## src/rtl/assert_macros.svh

```systemverilog
// assertion macros used by the top-level rtl file
`ifndef ASSERT_MACROS_SVH
`define ASSERT_MACROS_SVH

// clocked assertion, disabled while the active-low reset is asserted
`define ASSERT_CLK(lbl, clk, rst_n, prop, msg) \
    lbl: assert property (@(posedge clk) disable iff (!rst_n) prop) else $error(msg);

// antecedent implies consequent in the same cycle
`define ASSERT_IMPL(lbl, clk, rst_n, ante, cons, msg) \
    `ASSERT_CLK(lbl, clk, rst_n, (ante) |-> (cons), msg)

`endif

```

## src/rtl/ttw_pkg.sv

```systemverilog
// types, constants and helper functions of the twist to wheel command unit
package ttw_pkg;

    localparam int CAL_POINTS = 5;
    localparam int NPTS       = 5;
    localparam int QDEPTH     = 2;

    // quotient bit counts of the three divisions
    localparam logic [5:0] Q_TOP   = 6'd40;
    localparam logic [5:0] Q_SPEED = 6'd30;
    localparam logic [5:0] Q_PCT   = 6'd7;

    typedef enum logic [2:0] {
        REG_TRACK_WIDTH = 3'd0,
        REG_MAX_LINEAR  = 3'd1,
        REG_MAX_ANGULAR = 3'd2,
        REG_FULL_SCALE  = 3'd3,
        REG_CAL_LEVELS  = 3'd4,
        REG_CAL_SPEEDS  = 3'd5,
        REG_CAL_POINTS  = 3'd6
    } t_reg_idx;

    typedef struct packed {
        logic [15:0] track_width;
        logic [14:0] max_linear;
        logic [14:0] max_angular;
        logic [15:0] full_scale_level;
        logic [63:0] cal_levels_packed;
        logic [63:0] cal_speeds_packed;
        logic [2:0]  cal_points_used;
    } t_cfg;

    typedef struct packed {
        logic signed [15:0] v;
        logic signed [15:0] w;
        logic               run;
        logic               headlight;
        logic               cfg_err;
    } t_cmd;

    typedef struct packed {
        logic        start;
        logic [5:0]  qbits;
        logic [63:0] dividend;
        logic [63:0] divisor;
    } t_div_req;

    typedef logic [NPTS-1:0][15:0] t_pts;

    typedef enum logic [4:0] {
        S_IDLE, S_MUL, S_KIN, S_ABS, S_MMUL, S_MGO, S_MDIV, S_CMPMUL, S_CMP,
        S_SMUL, S_SGO, S_SDIV, S_PSEG, S_PMA, S_PMB, S_PMD, S_PCHK, S_PGO,
        S_PDIV, S_PSIGN, S_OUT
    } t_state;

    function automatic t_pts cal_levels(input t_cfg c);
        t_pts p;
        p[0] = 16'd0;
        for (int i = 1; i < NPTS; i++) begin
            p[i] = c.cal_levels_packed[16*(i-1) +: 16];
        end
        return p;
    endfunction

    function automatic t_pts cal_speeds(input t_cfg c);
        t_pts p;
        p[0] = 16'd0;
        for (int i = 1; i < NPTS; i++) begin
            p[i] = c.cal_speeds_packed[16*(i-1) +: 16];
        end
        return p;
    endfunction

    function automatic logic cfg_ok(input t_cfg c);
        t_pts        lv;
        t_pts        sp;
        logic        ok;
        logic [15:0] last;
        lv = cal_levels(c);
        sp = cal_speeds(c);
        ok = (c.track_width != 16'd0) && (c.max_linear != 15'd0) &&
             (c.max_angular != 15'd0) && (c.full_scale_level != 16'd0) &&
             (c.cal_points_used >= 3'd2) &&
             (c.cal_points_used <= 3'(CAL_POINTS));
        last = 16'd0;
        for (int i = 1; i < NPTS; i++) begin
            if (3'(i) < c.cal_points_used) begin
                if (lv[i] <= lv[i-1] || sp[i] <= sp[i-1]) begin
                    ok = 1'b0;
                end
                last = lv[i];
            end
        end
        if (last > c.full_scale_level) begin
            ok = 1'b0;
        end
        return ok;
    endfunction

    // upper end of the segment holding a value, from its compares with the points
    function automatic logic [2:0] seg_up(input logic [NPTS-1:0] gt, input logic [2:0] n);
        logic [2:0] up;
        up = 3'd1;
        for (int i = 1; i < NPTS - 1; i++) begin
            if (up == 3'(i) && 3'(i + 1) < n && gt[i]) begin
                up = 3'(i + 1);
            end
        end
        return up;
    endfunction

endpackage

```

## src/rtl/ttw_queue.sv

```systemverilog
// small fifo between front end and back end
module ttw_queue (
    input  logic          i_clk,
    input  logic          i_rst_n,
    input  logic          i_push,
    input  ttw_pkg::t_cmd i_cmd,
    input  logic          i_pop,
    output logic          o_valid,
    output logic          o_full,
    output ttw_pkg::t_cmd o_cmd
);

    localparam int PW = $clog2(ttw_pkg::QDEPTH);

    ttw_pkg::t_cmd        r_mem [ttw_pkg::QDEPTH];
    logic [PW-1:0]        r_wp;
    logic [PW-1:0]        r_rp;
    logic [PW:0]          r_cnt;
    logic                 do_push;
    logic                 do_pop;

    assign o_valid = r_cnt != '0;
    assign o_full  = r_cnt == (PW+1)'(ttw_pkg::QDEPTH);
    assign o_cmd   = r_mem[r_rp];
    assign do_push = i_push && !o_full;
    assign do_pop  = i_pop && o_valid;

    always_ff @(posedge i_clk) begin
        if (!i_rst_n) begin
            r_wp  <= '0;
            r_rp  <= '0;
            r_cnt <= '0;
        end else begin
            if (do_push) begin
                r_wp <= r_wp + 1'b1;
            end
            if (do_pop) begin
                r_rp <= r_rp + 1'b1;
            end
            r_cnt <= r_cnt + (PW+1)'(do_push) - (PW+1)'(do_pop);
        end
    end

    always_ff @(posedge i_clk) begin
        if (do_push) begin
            r_mem[r_wp] <= i_cmd;
        end
    end

endmodule

```

## config.mk

```make
export PLATFORM = sky130hd
export DESIGN_NAME = ttw_queue
export DESIGN_NICKNAME = d
export VERILOG_FILES = /design/src/rtl/assert_macros.svh /design/src/rtl/ttw_pkg.sv /design/src/rtl/ttw_queue.sv
export SDC_FILE = /design/constraint.sdc
export NUM_CORES = 1
export LEC_CHECK = 0
export BUFFER_PORTS_ARGS = -buffer_cell sky130_fd_sc_hd__buf_2
export CORE_ASPECT_RATIO = 1.25
export CORE_MARGIN = 5
export CORE_UTILIZATION = 25
export DETAILED_ROUTE_END_ITERATION = 8
export MAX_ROUTING_LAYER = met4
export PLACE_DENSITY_LB_ADDON = 0.15
export SETUP_SLACK_MARGIN = 0.05
export SYNTH_ARGS = -nofsm -noshare
export SYNTH_HDL_FRONTEND = slang
export SYNTH_SLANG_ARGS = --single-unit
```

## constraint.sdc

```tcl
create_clock -name i_clk -period 2.6 [get_ports i_clk]
set_input_delay 0 -clock i_clk [delete_from_list [all_inputs] [get_ports i_clk]]
set_output_delay 0 -clock i_clk [all_outputs]
set_load 0.02 [all_outputs]
```

==> flow_summary_export.csv, run 1 <==
group,metric,value,unit
floorplan,rows,44,
clocking,clock-sinks,75,
sta,period_needed,1820,ps
logic_synthesis,syn_inst,136,
logic_synthesis,synthMostInstantiatedCell,"edfxtp_1",
logic_synthesis,yosys_warnings,0,
logic_synthesis,synth_commonest_cells,"edfxtp_1 (70), mux2_4 (30), dfxtp_1 (5), mux2_2 (5), nor2_1 (4)",
worst_setup_path,path_class,"flop to output pin",
detailed_routing,wl,5480,um
worst_setup_path,cp_slowest_cell,"dfxtp_2",
grt,grt_max_degree,36,
detailed_routing,ant_nets,0,
floorplan,io_pins,76,
detailed_routing,dr_wl_met3,354,um
power,combPwrFrac,29.6,%
detailed_routing,remaining_drc_errors,0,
detailed_routing,drt-met1-wl,2070,um
detailed_routing,routed.top_layer,"met4",
placement,place_congestion,0.667,
grt,grt.total_usage,8.63,%
worst_setup_path,critPathMaxFanout,20,
worst_setup_path,cp.arrival,1820,ps
power,powerDensity,1010,mW/mm^2
logic_synthesis,syn-cell-area,0.00292,mm^2
power,p_switching,0.00119,W
cells_and_area,area_growth,41.1,%
worst_setup_path,required,2600,ps
cells_and_area,fill_cells,1112,
placement,port_buffers,75,
logic_synthesis,synth_edf_count,70,
grt,grt_overflow,0,
floorplan,core_area,0.0115,mm^2
sta,relSlewSlack,62.4,%
placement,place_inst,349,
clocking,post_cts_resized,0,
placement,hpwl,3680,um
logic_synthesis,synth_nets,177,
sta,skew,3.94,ps
worst_setup_path,critPathCaptureType,"output pin",
clocking,clock_path_buffers,2,
cells_and_area,drive_gt1_share,49.4,%
logic_synthesis,synth-seq-area-share,75.5,%
floorplan,initial_core_util,25.3,%
sta,rsz0062_at_grt,"no",
detailed_routing,routedWlPerCell,13.7,um
detailed_routing,vias_per_cell,3.91,
floorplan,dieArea,0.0139,mm^2
clocking,cts-htree-levels,3,
grt,grt_pass1_vias,1731,
logic_synthesis,syn_area_per_cell,21.4,um^2
sta,slew_viol_final,0,
grt,antenna_found_initial,0,
run,maxCapViolations,0,
detailed_routing,dr.pass1.iters,4,
detailed_routing,via_count,1567,
worst_setup_path,crit_path_start_kind,"flop",
power,peakVddDrop,0.000502,V
detailed_routing,met2_wirelength,2940,um
floorplan,die_y,131,um
sta,fmax,548,MHz
worst_setup_path,cp_cell_sequence,"buf_12 -> mux2_2 -> buf_2",
cells_and_area,antenna-diode-count,0,
sta,worstMarginPinSlew,564,ps
power,clockPowerShare,30.3,%
detailed_routing,first_iter_violations,50,
outcome,status,"finished clean",
power,swShare,28.6,%
logic_synthesis,ys_seq_elements,75,
cells_and_area,multi_input_area,641,um^2
clocking,clk_pin_slew,50,ps
cells_and_area,layout.area.seq,0.00220,mm^2
logic_synthesis,synthArstFlopShare,0,%
floorplan,die_x,107,um
logic_synthesis,synth_cell_types,19,
power,p_leak,1.63,nW
sta,period_share,70.1,%
clocking,cts_tree,"done",
worst_hold_path,hold_path_class,"input port to flop",
power,seqPwrFrac,40.1,%
clocking,cts_root_buf,"clkbuf_16",
clocking,clock_latency,320,ps
logic_synthesis,yosys.area.top_type,"edfxtp_1",
logic_synthesis,synth-main-ff-cell,"edfxtp_1",
sta,setup_tns,0,ps
grt,grt_pass1_wl,8670,um
power,p_int,0.00297,W
clocking,cts-buffers-inserted,9,
sta,hold_viol_final,0,
cells_and_area,stdcell_count,401,
worst_setup_path,slowest_delay,680,ps
logic_synthesis,synthTopCellsByArea,"edfxtp_1 (72%), mux2_4 (15%), dfxtp_1 (3.4%)",
logic_synthesis,synth_top_area_share,72.1,%
cells_and_area,final_nets,299,
sta,setup_viol,0,
[final cells by class]
cell class	instances	area share, %
inverter	3	0.274
clock inverter	7	2.01
multi-input combinational	54	15.6
tap	138	4.20
timing repair buffer	115	18.9
clock buffer	9	5.47
sequential	75	53.6
[metrics by stage]
| step | power, W | hold slack (ps) | util [%] | cell area (um^2) | setup WS [ps] |
|---|---|---|---|---|---|
| 2_1_floorplan | 0.00261 | 98.9 | - | 2920 | 114 |
| 3_3_place_gp | 0.00293 | 190 | 29.9 | 3450 | 992 |
| 3_5_place_dp | 0.00293 | 193 | 29.9 | 3450 | 927 |
| 4_1_cts | 0.00426 | 62.3 | 35.8 | 4110 | 699 |
| 5_1_grt | 0.00440 | 96.7 | 35.8 | 4110 | 671 |
| 6_report | 0.00416 | 82.4 | 35.8 | 4110 | 776 |
[worst paths after layout]
kind                                   to  slack [ps]     start  cells past startpoint
worst min-delay path                 r_wp          80    i_push                      3
worst max-delay path            o_cmd[23]         780      flop                      3
worst min register to register       r_wp         520      r_wp                      2
worst max register to register   r_cnt[1]         960  r_cnt[0]                      8
[layout by cell type (no fill, tap or decap), types with 3 or more instances in the layout]
cell / count
buf_2: 75
edfxtp_1: 70
dlygate4sd3_1: 36
mux2_4: 30
clkbuf_16: 9
mux2_2: 5
clkinv_1: 4
dfxtp_1: 4
inv_1: 3
nor2_1: 3
buf_4: 3
[flip-flops by register name (all words and copies together), names as in the netlist, named ones only]
| name | cells |
|---|---|
| r_mem | 70 |
| r_cnt | 2 |
| r_rp | 1 |
| r_wp | 1 |
[cell families after synthesis]
group	after synthesis	synth area share, %
flops	75	75.5
mux	36	17.7
simple gates	13	2.23
buf+inv	7	2.83
xor+xnor	2	0.601
fa+ha+maj	2	0.858
compound gates	1	0.257
[power groups by stage]
stage	combinational [W]	sequential (W)	clock, W
floorplan	0.000971	0.00163	0
global placement	0.00124	0.00169	0
detailed placement	0.00123	0.00170	0
CTS	0.00128	0.00167	0.00131
global route	0.00133	0.00169	0.00137
finish	0.00123	0.00167	0.00126
[metal layers]
layer  GRT usage [%]  up-vias
li1                -      762
met1            8.39      750
met2            14.9       43
met3            3.10       12
met4            4.97        0
met5               -        -
[what timing repair did]
item / CTS / global route
endpoints found under the hold margin: 75 / 0
buffers inserted: 0 / 0
hold buffers: 36 / 0
[critical path: cells and delay by family (launching register included)]
family	cells	cell delay [ps]
buf+inv	2	430
mux	1	360
flops	1	680
(Power assumes the default switching activity.)
==> run 2: changes to the inputs <==
==> constraint.sdc (replaced) <==
create_clock -name i_clk -period 1.58 [get_ports i_clk]
set_input_delay 0 -clock i_clk [delete_from_list [all_inputs] [get_ports i_clk]]
set_output_delay 0 -clock i_clk [all_outputs]
set_load 0.02 [all_outputs]
==> flow_summary_export.csv, run 2 (synthesized netlist as in run 1, its figures left out) <==
group,metric,value,unit
power,p_leak,1.69,nW
power,combPwrFrac,31.5,%
worst_setup_path,slowest_delay,340,ps
sta,period_needed,1490,ps
sta,setup_viol,0,
grt,grt_pass1_wl,8570,um
cells_and_area,final_util,36.8,%
cells_and_area,drive_gt1_share,52.8,%
worst_setup_path,critPathCaptureType,"flop",
worst_setup_path,critPathMaxFanout,4,
clocking,clock_latency,330,ps
cells_and_area,final_cell_mix,"buf_2 (75), edfxtp_1 (70), dlygate4sd3_1 (36), mux2_4 (30), clkbuf_16 (9)",
sta,worstMarginPinSlew,215,ps
detailed_routing,vias_per_cell,3.91,
detailed_routing,first_iter_violations,79,
power,swShare,27.9,%
floorplan,dieArea,0.0139,mm^2
grt,grt.total_usage,8.77,%
grt,gr-usage-met2,14.2,%
placement,hpwl,3710,um
clocking,clock-sinks,75,
clocking,clk_pin_slew,50,ps
floorplan,initial_core_util,25.3,%
detailed_routing,via_count,1582,
worst_setup_path,r2r_cells,8,
grt,grt_pass1_vias,1690,
power,seqPwrFrac,37.2,%
grt,grt_overflow,0,
cells_and_area,area_growth,45.3,%
cells_and_area,fill_cells,1092,
outcome,status,"finished clean",
floorplan,core_area,0.0115,mm^2
worst_setup_path,reg2reg_slack,90,ps
power,peakVddDrop,0.000567,V
sta,hold_viol_final,0,
clocking,cts-buffers-inserted,9,
worst_setup_path,cp.arrival,1750,ps
sta,skew,3.99,ps
detailed_routing,ant_nets,0,
worst_setup_path,worstReg2RegStart,"r_cnt[0]",
power,power.total,0.00721,W
sta,relSlewSlack,85.7,%
sta,slew_viol_final,0,
worst_hold_path,hold_path_class,"input port to flop",
sta,rsz0062_at_grt,"yes",
detailed_routing,dr.pass1.iters,4,
worst_setup_path,endpoint,"r_cnt[1]",
grt,grt_most_used_layer,"met2",
cells_and_area,largest_register_ffs,70,
cells_and_area,final_common_cell,"buf_2",
cells_and_area,registers.top_by_ff_count,"r_mem",
floorplan,die_y,131,um
floorplan,rows,44,
worst_setup_path,critPathLaunch,"r_cnt[0]",
clocking,cts_tree,"done",
grt,grt_max_degree,21,
power,clockPowerShare,31.3,%
grt,antenna_found_initial,0,
placement,place_congestion,0.688,
detailed_routing,routedWlPerCell,13.8,um
clocking,clock_path_buffers,2,
detailed_routing,wl,5600,um
cells_and_area,final_nets,303,
clocking,cts_root_buf,"clkbuf_16",
worst_setup_path,cp_cell_sequence,"nand2b_4 -> nand2_2 -> ha_1 -> inv_1 -> ha_1 -> xor2_1 -> and2_1 -> nor3_2",
power,p_int,0.00520,W
floorplan,io_pins,76,
clocking,cts-htree-levels,3,
floorplan,die_x,107,um
worst_setup_path,crit_path_start_kind,"flop",
worst_setup_path,cp_common_cell,"ha_1",
cells_and_area,largestRegisters,"r_mem: 70 flops, r_cnt: 2 flops",
sta,period_share,94.5,%
run,maxCapViolations,0,
worst_setup_path,required,1830,ps
cells_and_area,antenna-diode-count,0,
worst_setup_path,r2r_end,"r_cnt[1]",
worst_setup_path,path_class,"flop to flop",
detailed_routing,remaining_drc_errors,0,
sta,fmax,670,MHz
grt,grt.met3_usage,3.49,%
power,p_switching,0.00202,W
worst_setup_path,cp_slowest_cell,"dfxtp_2",
power,powerDensity,1700,mW/mm^2
grt,grtUsageMet1,9.24,%
placement,port_buffers,75,
[run 2: cell types whose count changed in the layout (fill, tap and decap cells not counted), sizes merged]
cell | before | now
buf | 79 | 83
bufinv | 2 | 3
clkbuf | 9 | 10
clkinv | 4 | 3
clkinvlp | 1 | 0
[run 2: power groups by stage]
stage                     clock, W  sequential (W)  combinational, W
final                      0.00226         0.00268           0.00227
after global routing       0.00244         0.00272           0.00244
after CTS                  0.00234         0.00269           0.00234
after detailed placement         0         0.00272           0.00225
after floorplan                  0         0.00269           0.00162
after global placement           0         0.00272           0.00225
[run 2: cell type report]
cell class,instances,area (um^2),area share [%]
flip-flops and latches,75,2210,52.1
repair buffers,119,858,20.3
multi-input cells,54,656,15.5
clock buffers,10,229,5.40
well taps,138,173,4.08
clock inverters,6,104,2.45
inverters,3,11.3,0.266
[run 2: critical path: cells and delay by family (launching register included)]
kind | cells | cell delay (ps)
adder cells (fa/ha/maj) | 2 | 450
AND/OR/NAND/NOR | 4 | 440
flip-flops | 1 | 340
XOR/XNOR | 1 | 150
buffers and inverters | 1 | 40
[run 2: worst min-delay path by stage]
stage / start / to / slack, ps / cells after the start
floorplan: i_cmd[0] / r_mem[0][0] / 100 / 0
global placement: i_cmd[27] / r_mem[0][27] / 190 / 1
detailed placement: i_cmd[32] / r_mem[0][32] / 190 / 1
CTS: i_push / r_wp / 70 / 4
global route: i_push / r_wp / 90 / 4
finish: i_push / r_wp / 80 / 4
[run 2: routing by layer]
| metal | up-vias | share of wire, % |
|---|---|---|
| met5 | - | 0 |
| met4 | 0 | 2.4 |
| met3 | 12 | 5.4 |
| met2 | 42 | 51 |
| met1 | 752 | 41 |
| li1 | 776 | - |
[run 2: what timing repair did]
item | CTS | global route
resized for setup | 2 | 1
buffers inserted | 1 | 0
hold buffers | 36 | 0
pin swaps | 1 | 0
setup endpoints to repair | 1 | 1
endpoints found under the hold margin | 75 | 0
[run 2: stage by stage]
step                      hold slack, ps  instances  instance area (um^2)  setup slack [ps]  TNS, ps
after global routing                94.6        405                  4240             -18.5    -18.5
after floorplan                     98.9        136                  2940              62.5        0
final                               78.7        405                  4240              87.1        0
after CTS                           68.5        405                  4230              39.2        0
after global placement               190        352                  3530              42.6        0
after detailed placement             193        352                  3530              10.7        0
