--- config.mk ---
export PLATFORM = sky130hd
export DESIGN_NAME = ttw_front
export DESIGN_NICKNAME = d
export VERILOG_FILES = /design/src/rtl/assert_macros.svh /design/src/rtl/ttw_pkg.sv /design/src/rtl/ttw_front.sv
export SDC_FILE = /design/constraint.sdc
export NUM_CORES = 1
export LEC_CHECK = 0
export CAP_MARGIN = 15
export CORE_ASPECT_RATIO = 1.1
export CORE_MARGIN = 4
export CORE_UTILIZATION = 35
export DETAILED_ROUTE_END_ITERATION = 7
export DONT_BUFFER_PORTS = 1
export SLEW_MARGIN = 40
export SYNTH_ARGS = -nofsm -noshare
export SYNTH_HDL_FRONTEND = slang
export SYNTH_SLANG_ARGS = --single-unit
--- constraint.sdc ---
create_clock -name vclk -period 5.6
set_clock_uncertainty 0.1 [all_clocks]
set_input_delay 0.56 -clock vclk [all_inputs]
set_output_delay 0.56 -clock vclk [all_outputs]
set_load 0.03 [all_outputs]
--- src/rtl/assert_macros.svh ---
// assertion macros used by the top-level rtl file
`ifndef ASSERT_MACROS_SVH
`define ASSERT_MACROS_SVH

// clocked assertion, disabled while the active-low reset is asserted
`define ASSERT_CLK(lbl, clk, rst_n, prop, msg) \
    lbl: assert property (@(posedge clk) disable iff (!rst_n) prop) else $error(msg);

// antecedent implies consequent in the same cycle
`define ASSERT_IMPL(lbl, clk, rst_n, ante, cons, msg) \
    `ASSERT_CLK(lbl, clk, rst_n, (ante) |-> (cons), msg)

`endif

--- src/rtl/ttw_pkg.sv ---
// types, constants and helper functions of the twist to wheel command unit
package ttw_pkg;

    localparam int CAL_POINTS = 5;
    localparam int NPTS       = 5;
    localparam int QDEPTH     = 2;

    // quotient bit counts of the three divisions
    localparam logic [5:0] Q_TOP   = 6'd40;
    localparam logic [5:0] Q_SPEED = 6'd30;
    localparam logic [5:0] Q_PCT   = 6'd7;

    typedef enum logic [2:0] {
        REG_TRACK_WIDTH = 3'd0,
        REG_MAX_LINEAR  = 3'd1,
        REG_MAX_ANGULAR = 3'd2,
        REG_FULL_SCALE  = 3'd3,
        REG_CAL_LEVELS  = 3'd4,
        REG_CAL_SPEEDS  = 3'd5,
        REG_CAL_POINTS  = 3'd6
    } t_reg_idx;

    typedef struct packed {
        logic [15:0] track_width;
        logic [14:0] max_linear;
        logic [14:0] max_angular;
        logic [15:0] full_scale_level;
        logic [63:0] cal_levels_packed;
        logic [63:0] cal_speeds_packed;
        logic [2:0]  cal_points_used;
    } t_cfg;

    typedef struct packed {
        logic signed [15:0] v;
        logic signed [15:0] w;
        logic               run;
        logic               headlight;
        logic               cfg_err;
    } t_cmd;

    typedef struct packed {
        logic        start;
        logic [5:0]  qbits;
        logic [63:0] dividend;
        logic [63:0] divisor;
    } t_div_req;

    typedef logic [NPTS-1:0][15:0] t_pts;

    typedef enum logic [4:0] {
        S_IDLE, S_MUL, S_KIN, S_ABS, S_MMUL, S_MGO, S_MDIV, S_CMPMUL, S_CMP,
        S_SMUL, S_SGO, S_SDIV, S_PSEG, S_PMA, S_PMB, S_PMD, S_PCHK, S_PGO,
        S_PDIV, S_PSIGN, S_OUT
    } t_state;

    function automatic t_pts cal_levels(input t_cfg c);
        t_pts p;
        p[0] = 16'd0;
        for (int i = 1; i < NPTS; i++) begin
            p[i] = c.cal_levels_packed[16*(i-1) +: 16];
        end
        return p;
    endfunction

    function automatic t_pts cal_speeds(input t_cfg c);
        t_pts p;
        p[0] = 16'd0;
        for (int i = 1; i < NPTS; i++) begin
            p[i] = c.cal_speeds_packed[16*(i-1) +: 16];
        end
        return p;
    endfunction

    function automatic logic cfg_ok(input t_cfg c);
        t_pts        lv;
        t_pts        sp;
        logic        ok;
        logic [15:0] last;
        lv = cal_levels(c);
        sp = cal_speeds(c);
        ok = (c.track_width != 16'd0) && (c.max_linear != 15'd0) &&
             (c.max_angular != 15'd0) && (c.full_scale_level != 16'd0) &&
             (c.cal_points_used >= 3'd2) &&
             (c.cal_points_used <= 3'(CAL_POINTS));
        last = 16'd0;
        for (int i = 1; i < NPTS; i++) begin
            if (3'(i) < c.cal_points_used) begin
                if (lv[i] <= lv[i-1] || sp[i] <= sp[i-1]) begin
                    ok = 1'b0;
                end
                last = lv[i];
            end
        end
        if (last > c.full_scale_level) begin
            ok = 1'b0;
        end
        return ok;
    endfunction

    // upper end of the segment holding a value, from its compares with the points
    function automatic logic [2:0] seg_up(input logic [NPTS-1:0] gt, input logic [2:0] n);
        logic [2:0] up;
        up = 3'd1;
        for (int i = 1; i < NPTS - 1; i++) begin
            if (up == 3'(i) && 3'(i + 1) < n && gt[i]) begin
                up = 3'(i + 1);
            end
        end
        return up;
    endfunction

endpackage

--- src/rtl/ttw_front.sv ---
// front end: accepts twist words, clamps them and classifies them for the queue
module ttw_front (
    input  logic               i_valid,
    output logic               o_ready,
    input  logic signed [15:0] i_linear_velocity,
    input  logic signed [15:0] i_angular_velocity,
    input  logic               i_brake,
    input  logic               i_headlight_in,
    input  ttw_pkg::t_cfg      i_cfg,
    input  logic               i_q_full,
    output logic               o_push,
    output ttw_pkg::t_cmd      o_cmd
);

    logic               ok;
    logic signed [15:0] ml;
    logic signed [15:0] ma;

    always_comb begin
        ok = ttw_pkg::cfg_ok(i_cfg);
        ml = $signed({1'b0, i_cfg.max_linear});
        ma = $signed({1'b0, i_cfg.max_angular});

        o_cmd.v = i_linear_velocity;
        if (i_linear_velocity > ml) begin
            o_cmd.v = ml;
        end else if (i_linear_velocity < -ml) begin
            o_cmd.v = -ml;
        end
        o_cmd.w = i_angular_velocity;
        if (i_angular_velocity > ma) begin
            o_cmd.w = ma;
        end else if (i_angular_velocity < -ma) begin
            o_cmd.w = -ma;
        end
        // braked or bad calibration words skip the arithmetic
        o_cmd.run       = ok && !i_brake;
        o_cmd.headlight = i_headlight_in;
        o_cmd.cfg_err   = !ok;

        o_ready = !i_q_full;
        o_push  = i_valid && !i_q_full;
    end

endmodule

==> flow_summary.json, run 1 <==
{
  "run_status": "finished clean",
  "yosys.cell_count.top_type": "sky130_fd_sc_hd__ha_1",
  "area_growth_syn_to_layout_pct": 7.70,
  "grt_busiest_layer": "met2",
  "final_hold_viol_count": 0,
  "area_of_the_multi_input_gates_um2": 5720,
  "setup.worst_path.start_class": "input pin",
  "cellPowerDensity_nw_per_um2": 79.9,
  "report.final.slew_viol_count": 0,
  "die_height_um": 150,
  "design.die.area_um2": 20600,
  "synthesis.area_per_instance_um2": 7.01,
  "ant_nets": 0,
  "gp_congestion": 0.911,
  "fmax_achieved_ghz": 0.188,
  "max-slew-margin-rel_pct": 55.7,
  "leakage_uw": 0.00356,
  "grt.overflow.total": 0,
  "filler_instances": 1938,
  "initial_core_util_pct": 35.9,
  "post-synth-top-area-cell": "sky130_fd_sc_hd__ha_1",
  "synth.area.top_cells": "sky130_fd_sc_hd__ha_1, sky130_fd_sc_hd__inv_1, sky130_fd_sc_hd__mux2i_1",
  "synth.yosys.seq_area_share_pct": 0,
  "number_of_global_route_vias_before_repair": 6217,
  "cts_setup_buffers": 0,
  "post_cts.resized_instances": 0,
  "detail_route.wirelength_mm": 21.5,
  "mapped_cell_area_um2": 6410,
  "smallest_setup_slack_after_layout_ps": 280,
  "final_net_count": 1330,
  "post-route-cell-area_um2": 6910,
  "global_route.usage.total_pct": 19.3,
  "cts_hold_buf": 0,
  "synth.distinct_cells": 61,
  "total_area_of_sequential_cells_um2": 0,
  "synth_warnings": 0,
  "transition_at_the_pin_with_the_smallest_max_transition_slack_ps": 663,
  "inserted_diodes": 0,
  "final.clkbuf_count": 0,
  "drt_drc_violations_left": 0,
  "die_w_um": 137,
  "grt_max_degree": 33,
  "postSynthCellCount": 915,
  "fraction_of_final_layout_cells_with_drive_strength_greater_than_1_pct": 7.03,
  "place.port_buffers": 0,
  "fin_setup_tns_ps": 0,
  "worstSetupEndpointType": "output pin",
  "synth_largest_type_area_fraction_pct": 33.9,
  "critical_path_peak_fanout": 11,
  "vias": 6504,
  "layout.sequential_cells": 0,
  "vdd_drop_max_mv": 0.0578,
  "grt_util_met2_pct": 35.8,
  "fin_crit_sh_pct": 95.0,
  "worstHoldPathType": "in2out",
  "groute.layer.met1.usage_pct": 23.4,
  "setup_violations": 0,
  "placement_rows": 51,
  "vias_per_cell": 5.59,
  "ios": 266,
  "antenna_violations_before_repair": 0,
  "route.detailed.wl_per_inst_um": 18.4,
  "floorplan.core_area_um2": 17900,
  "initial_drc_count": 342,
  "synth.net_count": 1318,
  "crit_type": "in2out",
  "worst-endpoint-required_ps": 4940,
  "worst-endpoint-arrival_ps": 4660,
  "final.min_clock_period_ps": 5320,
  "grt_pass1_wl_mm": 32.2,
  "grt_util_met3_pct": 3.93,
  "pre_cts_ws_ps": 317,
  "rsz0062_at_grt": "no",
  "ys_top_cells_by_count": "sky130_fd_sc_hd__ha_1, sky130_fd_sc_hd__inv_1, sky130_fd_sc_hd__nand2_1, sky130_fd_sc_hd__a21oi_1, sky130_fd_sc_hd__o21ai_0",
  "dpl.hpwl_mm": 19.3,
  "drv.max_cap_violation_count": 0,
  "placed_area_um2": 6910,
  "number_of_optimization_iterations_in_the_first_detailed_route_pass": 5
}
## final timing paths
path                      startpoint   endpoint  slack (ps)  depth (start not counted)
worst min-delay path  i_headlight_in   o_cmd[1]        1020                          0
worst max-delay path      i_cfg[148]  o_cmd[10]         280                         17
## cell usage in the layout (no fill, tap or decap), types with 2 or more instances in the layout
cell,netlist,layout
sky130_fd_sc_hd__nor2_1,25,25
sky130_fd_sc_hd__o21bai_1,13,13
sky130_fd_sc_hd__nand2b_1,3,3
sky130_fd_sc_hd__inv_1,169,169
sky130_fd_sc_hd__a21boi_0,2,2
sky130_fd_sc_hd__nand4_1,37,37
sky130_fd_sc_hd__xnor2_1,23,23
sky130_fd_sc_hd__mux2_2,17,17
sky130_fd_sc_hd__a211oi_1,7,6
sky130_fd_sc_hd__o22ai_1,4,4
sky130_fd_sc_hd__a22oi_1,15,15
sky130_fd_sc_hd__a221oi_1,3,3
sky130_fd_sc_hd__or4_1,7,7
sky130_fd_sc_hd__o21a_1,2,2
sky130_fd_sc_hd__o2bb2ai_1,8,8
sky130_fd_sc_hd__a31oi_1,7,5
sky130_fd_sc_hd__ha_1,174,174
sky130_fd_sc_hd__nand3_1,17,17
sky130_fd_sc_hd__a21o_1,14,14
sky130_fd_sc_hd__nor4_1,22,22
sky130_fd_sc_hd__buf_4,1,34
sky130_fd_sc_hd__a21oi_1,71,71
sky130_fd_sc_hd__o22a_1,3,3
sky130_fd_sc_hd__o21ai_0,55,50
sky130_fd_sc_hd__o21ai_1,0,5
sky130_fd_sc_hd__a211o_1,4,4
sky130_fd_sc_hd__nor2b_1,14,14
sky130_fd_sc_hd__nand2_1,73,73
sky130_fd_sc_hd__a31oi_4,0,2
sky130_fd_sc_hd__mux2i_1,38,37
sky130_fd_sc_hd__nor3_1,19,19
sky130_fd_sc_hd__and4_1,5,5
sky130_fd_sc_hd__o211ai_1,11,11
sky130_fd_sc_hd__a2111o_1,2,2
sky130_fd_sc_hd__xor2_1,2,2
## worst max-delay path, stage by stage
cell                       delay [ps]
sky130_fd_sc_hd__inv_1             60
sky130_fd_sc_hd__ha_1             170
sky130_fd_sc_hd__or4b_4           480
sky130_fd_sc_hd__or4_4            460
sky130_fd_sc_hd__or3_4            390
sky130_fd_sc_hd__nor2_1           170
sky130_fd_sc_hd__xnor2_1           90
sky130_fd_sc_hd__ha_1             280
sky130_fd_sc_hd__and4_1           210
sky130_fd_sc_hd__nand3_1          110
sky130_fd_sc_hd__a2111o_1         290
sky130_fd_sc_hd__nand3_1          150
sky130_fd_sc_hd__mux2i_2          320
sky130_fd_sc_hd__buf_4            260
sky130_fd_sc_hd__mux2_2           350
sky130_fd_sc_hd__o21ai_1          130
sky130_fd_sc_hd__buf_4            180
## through the flow
stage	total power (uW)	hold slack [ps]	utilization (%)	instances
floorplan	429	1130	-	915
global placement	542	1020	38.6	1163
detailed placement	550	1020	38.7	1163
CTS	554	1020	38.7	1163
global route	620	1020	38.7	1163
finish	552	1020	38.7	1163
## logic make-up (layout without fill, tap and decap cells)
| group | count (synthesis) | count (layout) | synth area share [%] |
|---|---|---|---|
| multiplexers | 56 | 56 | 9.15 |
| buffers and inverters | 193 | 203 | 11.4 |
| AO/OA/AOI/OAI | 232 | 232 | 22.7 |
| XOR/XNOR | 25 | 25 | 3.41 |
| adder cells (fa/ha/maj) | 174 | 174 | 33.9 |
| AND/OR/NAND/NOR | 235 | 235 | 19.3 |
## report_power, final
part | total [uW] | internal (uW) | switching [uW]
combinational | 552 | 237 | 315
clock | 0 | 0 | 0
sequential | 0 | 0 | 0
total | 552 | 237 | 315
## area by class of cell
class	count	area share, %
Multi-Input combinational cell	722	82.8
Timing Repair Buffer	34	3.69
Inverter	169	9.18
Tap cell	238	4.31
## layer usage
metal,vias to the layer above,wire length (um)
met5,-,0
met4,0,309
met3,20,1720
met2,226,10600
met1,2918,8820
li1,3340,-
Note: power is estimated with default switching activity, not from simulation.
==> inputs of run 2 (changes only) <==
PLACE_DENSITY = 0.5   (was not set)
clock period = 6.6 ns   (was 5.6 ns; I/O delays follow)
==> run 2 against run 1 <==
Against the previous run: total power down 18%; sequential share of layout area did not move; core utilization down 0.61 points; cell count down 1.0%; via count is 3.3% lower; combinational power decreased by 18%; global-route usage grew 0.12 points; die area is the same; first-iteration DRC count fell by 35%; design area is 1.6% lower; count of clock-buffer cells in the layout stayed put; critical path type unchanged.
==> flow_summary.json, run 2 (synthesis gave the netlist of run 1 again) <==
{
  "run_status": "finished clean",
  "die_w_um": 137,
  "layout.sequential_cells": 0,
  "transition_at_the_pin_with_the_smallest_max_transition_slack_ps": 678,
  "crit_slowest_cell": "sky130_fd_sc_hd__mux2_2",
  "detailroute.wirelength.met3_mm": 1.93,
  "final.min_clock_period_ps": 5800,
  "setup.worst_path.start_class": "input pin",
  "power.switching_fraction_pct": 57.9,
  "max-slew-margin-rel_pct": 54.4,
  "dpl.hpwl_mm": 19.0,
  "number_of_global_route_vias_before_repair": 6227,
  "grt_pass1_wl_mm": 32.5,
  "ant_nets": 0,
  "fmax_achieved_ghz": 0.172,
  "path_delay_family": "simple AND/OR/NAND/NOR gates",
  "post_cts.resized_instances": 0,
  "worst_hold_depth": 0,
  "filler_instances": 1935,
  "worstSetupEndpointType": "output pin",
  "design.die.area_um2": 20600,
  "floorplan.core_area_um2": 17900,
  "report.final.slew_viol_count": 0,
  "fin_setup_tns_ps": 0,
  "critical_path_peak_fanout": 24,
  "fraction_of_final_layout_cells_with_drive_strength_greater_than_1_pct": 5.81,
  "comb_power_share_pct": 100.0,
  "fin_crit_sh_pct": 87.9,
  "crit_buf_inv": 1,
  "leakage_uw": 0.00350,
  "drt-met1-wl_mm": 8.84,
  "clock_power_share_pct": 0,
  "area_growth_syn_to_layout_pct": 6.01,
  "cts_hold_buf": 0,
  "global_route.usage.total_pct": 19.4,
  "ios": 266,
  "route.detailed.wl_per_inst_um": 18.3,
  "final_common_cell": "sky130_fd_sc_hd__ha_1",
  "int_pwr_uw": 189,
  "vias": 6289,
  "antenna_violations_before_repair": 0,
  "worst-endpoint-arrival_ps": 5040,
  "final_net_count": 1317,
  "crit_type": "in2out",
  "initial_drc_count": 224,
  "worstHoldPathType": "in2out",
  "dr.max_layer_used": "met4",
  "total_power_uw": 450,
  "placed_area_um2": 6790,
  "detail_route.wirelength_mm": 21.0,
  "mostFrequentLayoutCells": "sky130_fd_sc_hd__ha_1, sky130_fd_sc_hd__inv_1, sky130_fd_sc_hd__nand2_1",
  "smallest_setup_slack_after_layout_ps": 800,
  "post-route-cell-area_um2": 6800,
  "drv.max_cap_violation_count": 0,
  "hold-path-endpoint": "o_cmd[1]",
  "pre_cts_ws_ps": 790,
  "cts_setup_buffers": 0,
  "grt.overflow.total": 0,
  "share_seq_of_total_power_pct": 0,
  "setup_violations": 0,
  "vdd_drop_max_mv": 0.0558,
  "min_from": "i_headlight_in",
  "die_height_um": 150,
  "final.hold.worst_slack_ps": 1220,
  "cellPowerDensity_nw_per_um2": 66.2,
  "grt_max_degree": 33,
  "worst-endpoint-required_ps": 5840,
  "final_hold_viol_count": 0,
  "vias_per_cell": 5.46,
  "place.port_buffers": 0,
  "final.clkbuf_count": 0,
  "wl_met2_mm": 9.94,
  "max_stage_delay_ps": 630,
  "rsz0062_at_grt": "no",
  "number_of_optimization_iterations_in_the_first_detailed_route_pass": 4,
  "gp_congestion": 0.845,
  "timing.critical_path.cells": "inv_1 > ha_1 > or3b_2 > nor3_1 > nand2_1 > nor3_1 > xnor2_1 > ha_1 > and4_1 > nand3_1 > a2111o_1 > o311ai_0 > mux2_2 > mux2i_1 > o2bb2ai_1",
  "area_of_the_multi_input_gates_um2": 5710,
  "placement_rows": 51,
  "drt_drc_violations_left": 0,
  "netSwitchingPower_uw": 261,
  "total_area_of_sequential_cells_um2": 0,
  "initial_core_util_pct": 35.9
}
run 2: power by group through the flow:
stage / sequential, uW / combinational [uW] / clock (uW)
after detailed placement: 0 / 453 / 0
after CTS: 0 / 455 / 0
after global placement: 0 / 451 / 0
after global routing: 0 / 516 / 0
after floorplan: 0 / 363 / 0
final: 0 / 450 / 0.0000203
run 2: worst max path at each step:
stage,to,depth (start not counted),start
after CTS,o_cmd[23],15,i_cfg[162]
final,o_cmd[23],15,i_cfg[162]
after global placement,o_cmd[23],15,i_cfg[162]
after floorplan,o_cmd[18],17,i_cfg[148]
after global routing,o_cmd[23],15,i_cfg[162]
after detailed placement,o_cmd[23],15,i_cfg[162]
run 2: layout make-up:
type                            count  share of cell area (%)
Antenna cell                        1                  0.0368
Inverter                          169                    9.33
Tap cell                          238                    4.38
Multi-Input combinational cell    722                    83.9
Timing Repair Buffer               21                    2.32
run 2: metrics by stage:
stage	cells	util [%]
after floorplan	915	-
after global placement	1150	38.0
after detailed placement	1150	38.0
after CTS	1150	38.0
after global routing	1150	38.0
final	1151	38.1
run 2: routing by layer:
metal | global-route usage [%] | vias to the layer above
li1 | - | 3311
met1 | 24.3 | 2760
met2 | 34.2 | 200
met3 | 5.14 | 18
met4 | 2.45 | 0
met5 | 0 | -
==> inputs of run 3 (changes only) <==
CORE_ASPECT_RATIO = not set   (was 1.1)
CORE_UTILIZATION = 72   (was 35)
PLACE_DENSITY = 0.9   (was 0.5)
RECOVER_POWER = 100   (was not set)
==> run 3 against run 2 <==
Against the previous run: hold slack barely moved; non-clock buffer count shrank 7; total power shrank 0.89%; core utilization grew 37 points; design area decreased by 3.8%; first-iteration DRC count increased by 29%; critical path depth increased by 1; die area down 49%; routed wire length down 3.1%; critical path type unchanged.
==> flow_summary.json, run 3 (synthesis gave the netlist of run 1 again) <==
{
  "run_status": "finished clean",
  "final_hold_viol_count": 0,
  "number_of_global_route_vias_before_repair": 6989,
  "pre_cts_ws_ps": 708,
  "report.final.slew_viol_count": 0,
  "mostFrequentLayoutCells": "sky130_fd_sc_hd__ha_1, sky130_fd_sc_hd__inv_1, sky130_fd_sc_hd__nand2_1",
  "hold-path-endpoint": "o_cmd[1]",
  "area_growth_syn_to_layout_pct": 1.97,
  "critical_path_peak_fanout": 21,
  "final_net_count": 1310,
  "number_of_optimization_iterations_in_the_first_detailed_route_pass": 7,
  "fin_setup_tns_ps": 0,
  "fraction_of_final_layout_cells_with_drive_strength_greater_than_1_pct": 2.87,
  "total_power_uw": 446,
  "vias_per_cell": 6.84,
  "design.die.area_um2": 10500,
  "fin_crit_sh_pct": 92.0,
  "vdd_drop_max_mv": 0.0531,
  "die_height_um": 102,
  "rsz0062_at_grt": "no",
  "crit_type": "in2out",
  "crit_slowest_cell": "sky130_fd_sc_hd__o21ai_0",
  "floorplan.core_area_um2": 8680,
  "worst-endpoint-required_ps": 5840,
  "inserted_diodes": 0,
  "setup_violations": 0,
  "leakage_uw": 0.00343,
  "cts_hold_buf": 0,
  "cts_setup_buffers": 0,
  "vias": 6926,
  "worstHoldPathType": "in2out",
  "dp.cells": 1013,
  "final_cell_count_no_fill": 1013,
  "crit_buf_inv": 2,
  "detail_route.wirelength_mm": 20.4,
  "ant_nets": 0,
  "dpl.hpwl_mm": 17.9,
  "cellPowerDensity_nw_per_um2": 68.2,
  "gp_congestion": 0.974,
  "smallest_setup_slack_after_layout_ps": 531,
  "antenna_violations_before_repair": 0,
  "initial_core_util_pct": 73.9,
  "grt_max_degree": 33,
  "fmax_achieved_ghz": 0.165,
  "timing.critical_path.cells": "inv_1 > ha_1 > or4b_1 > or4_4 > or3_4 > nor2_1 > xnor2_1 > ha_1 > and4_1 > nand3_1 > a2111o_1 > nand3_1 > mux2i_1 > buf_4 > mux2_4 > o21ai_0",
  "worstSetupEndpointType": "output pin",
  "final.min_clock_period_ps": 6070,
  "max-slew-margin-rel_pct": 36.9,
  "grt_pass1_wl_mm": 31.8,
  "setup.worst_path.start_class": "input pin",
  "post_cts.resized_instances": 0,
  "layout.sequential_cells": 0,
  "worst-endpoint-arrival_ps": 5310,
  "die_w_um": 102,
  "cp-startpoint": "i_cfg[148]",
  "worst_hold_depth": 0,
  "path_delay_family": "simple AND/OR/NAND/NOR gates",
  "route.detailed.wl_per_inst_um": 20.1,
  "final_common_cell": "sky130_fd_sc_hd__ha_1",
  "drv.max_cap_violation_count": 0,
  "initial_drc_count": 288,
  "total_area_of_sequential_cells_um2": 0,
  "global_route.usage.total_pct": 36.6,
  "ios": 266,
  "placement_rows": 34,
  "final.clkbuf_count": 0,
  "place.port_buffers": 0,
  "min_from": "i_headlight_in",
  "transition_at_the_pin_with_the_smallest_max_transition_slack_ps": 937,
  "post-route-cell-area_um2": 6540,
  "max_stage_delay_ps": 730,
  "drt_drc_violations_left": 0,
  "grt.overflow.total": 0,
  "placed_area_um2": 6590
}
## run 3: cell types whose count changed in the layout (fill, tap and decap cells not counted), sizes merged
| cell | delta |
|---|---|
| buf | -15 |
| diode | -1 |
| clkbuf | +8 |
## run 3: metal layers
metal,vias to the layer above,share of wire [%],wire length (um),track usage (%)
li1,3305,-,-,-
met1,3114,36,7380,41.9
met2,416,48,9830,66.4
met3,91,11,2260,7.17
met4,0,4.4,906,14.1
met5,-,0,0,0
## run 3: through the flow
step,utilization (%),hold WS [ps]
after CTS,75.9,1220
after global routing,75.4,1220
final,75.4,1220
after floorplan,-,1330
after detailed placement,75.9,1220
after global placement,75.7,1220
## run 3: layout make-up
type                       count  area (um2)
fill                         681        2140
tap                          108         135
inverter                     169         634
timing repair buffer          14        75.1
multi-input combinational    722        5700
## run 3: how the worst max path moves through the flow
| stage | endpoint | slack, ps | depth (start not counted) |
|---|---|---|---|
| 2_1_floorplan | o_cmd[18] | 620 | 17 |
| 3_3_place_gp | o_cmd[19] | 960 | 15 |
| 3_5_place_dp | o_cmd[19] | 710 | 15 |
| 4_1_cts | o_cmd[19] | 720 | 15 |
| 5_1_grt | o_cmd[15] | 270 | 16 |
| 6_report | o_cmd[15] | 530 | 16 |
## run 3: report_power, final
part | total [uW] | switching, uW | internal [uW]
Combinational | 446 | 267 | 179
Clock | 0 | 0 | 0
Sequential | 0 | 0 | 0
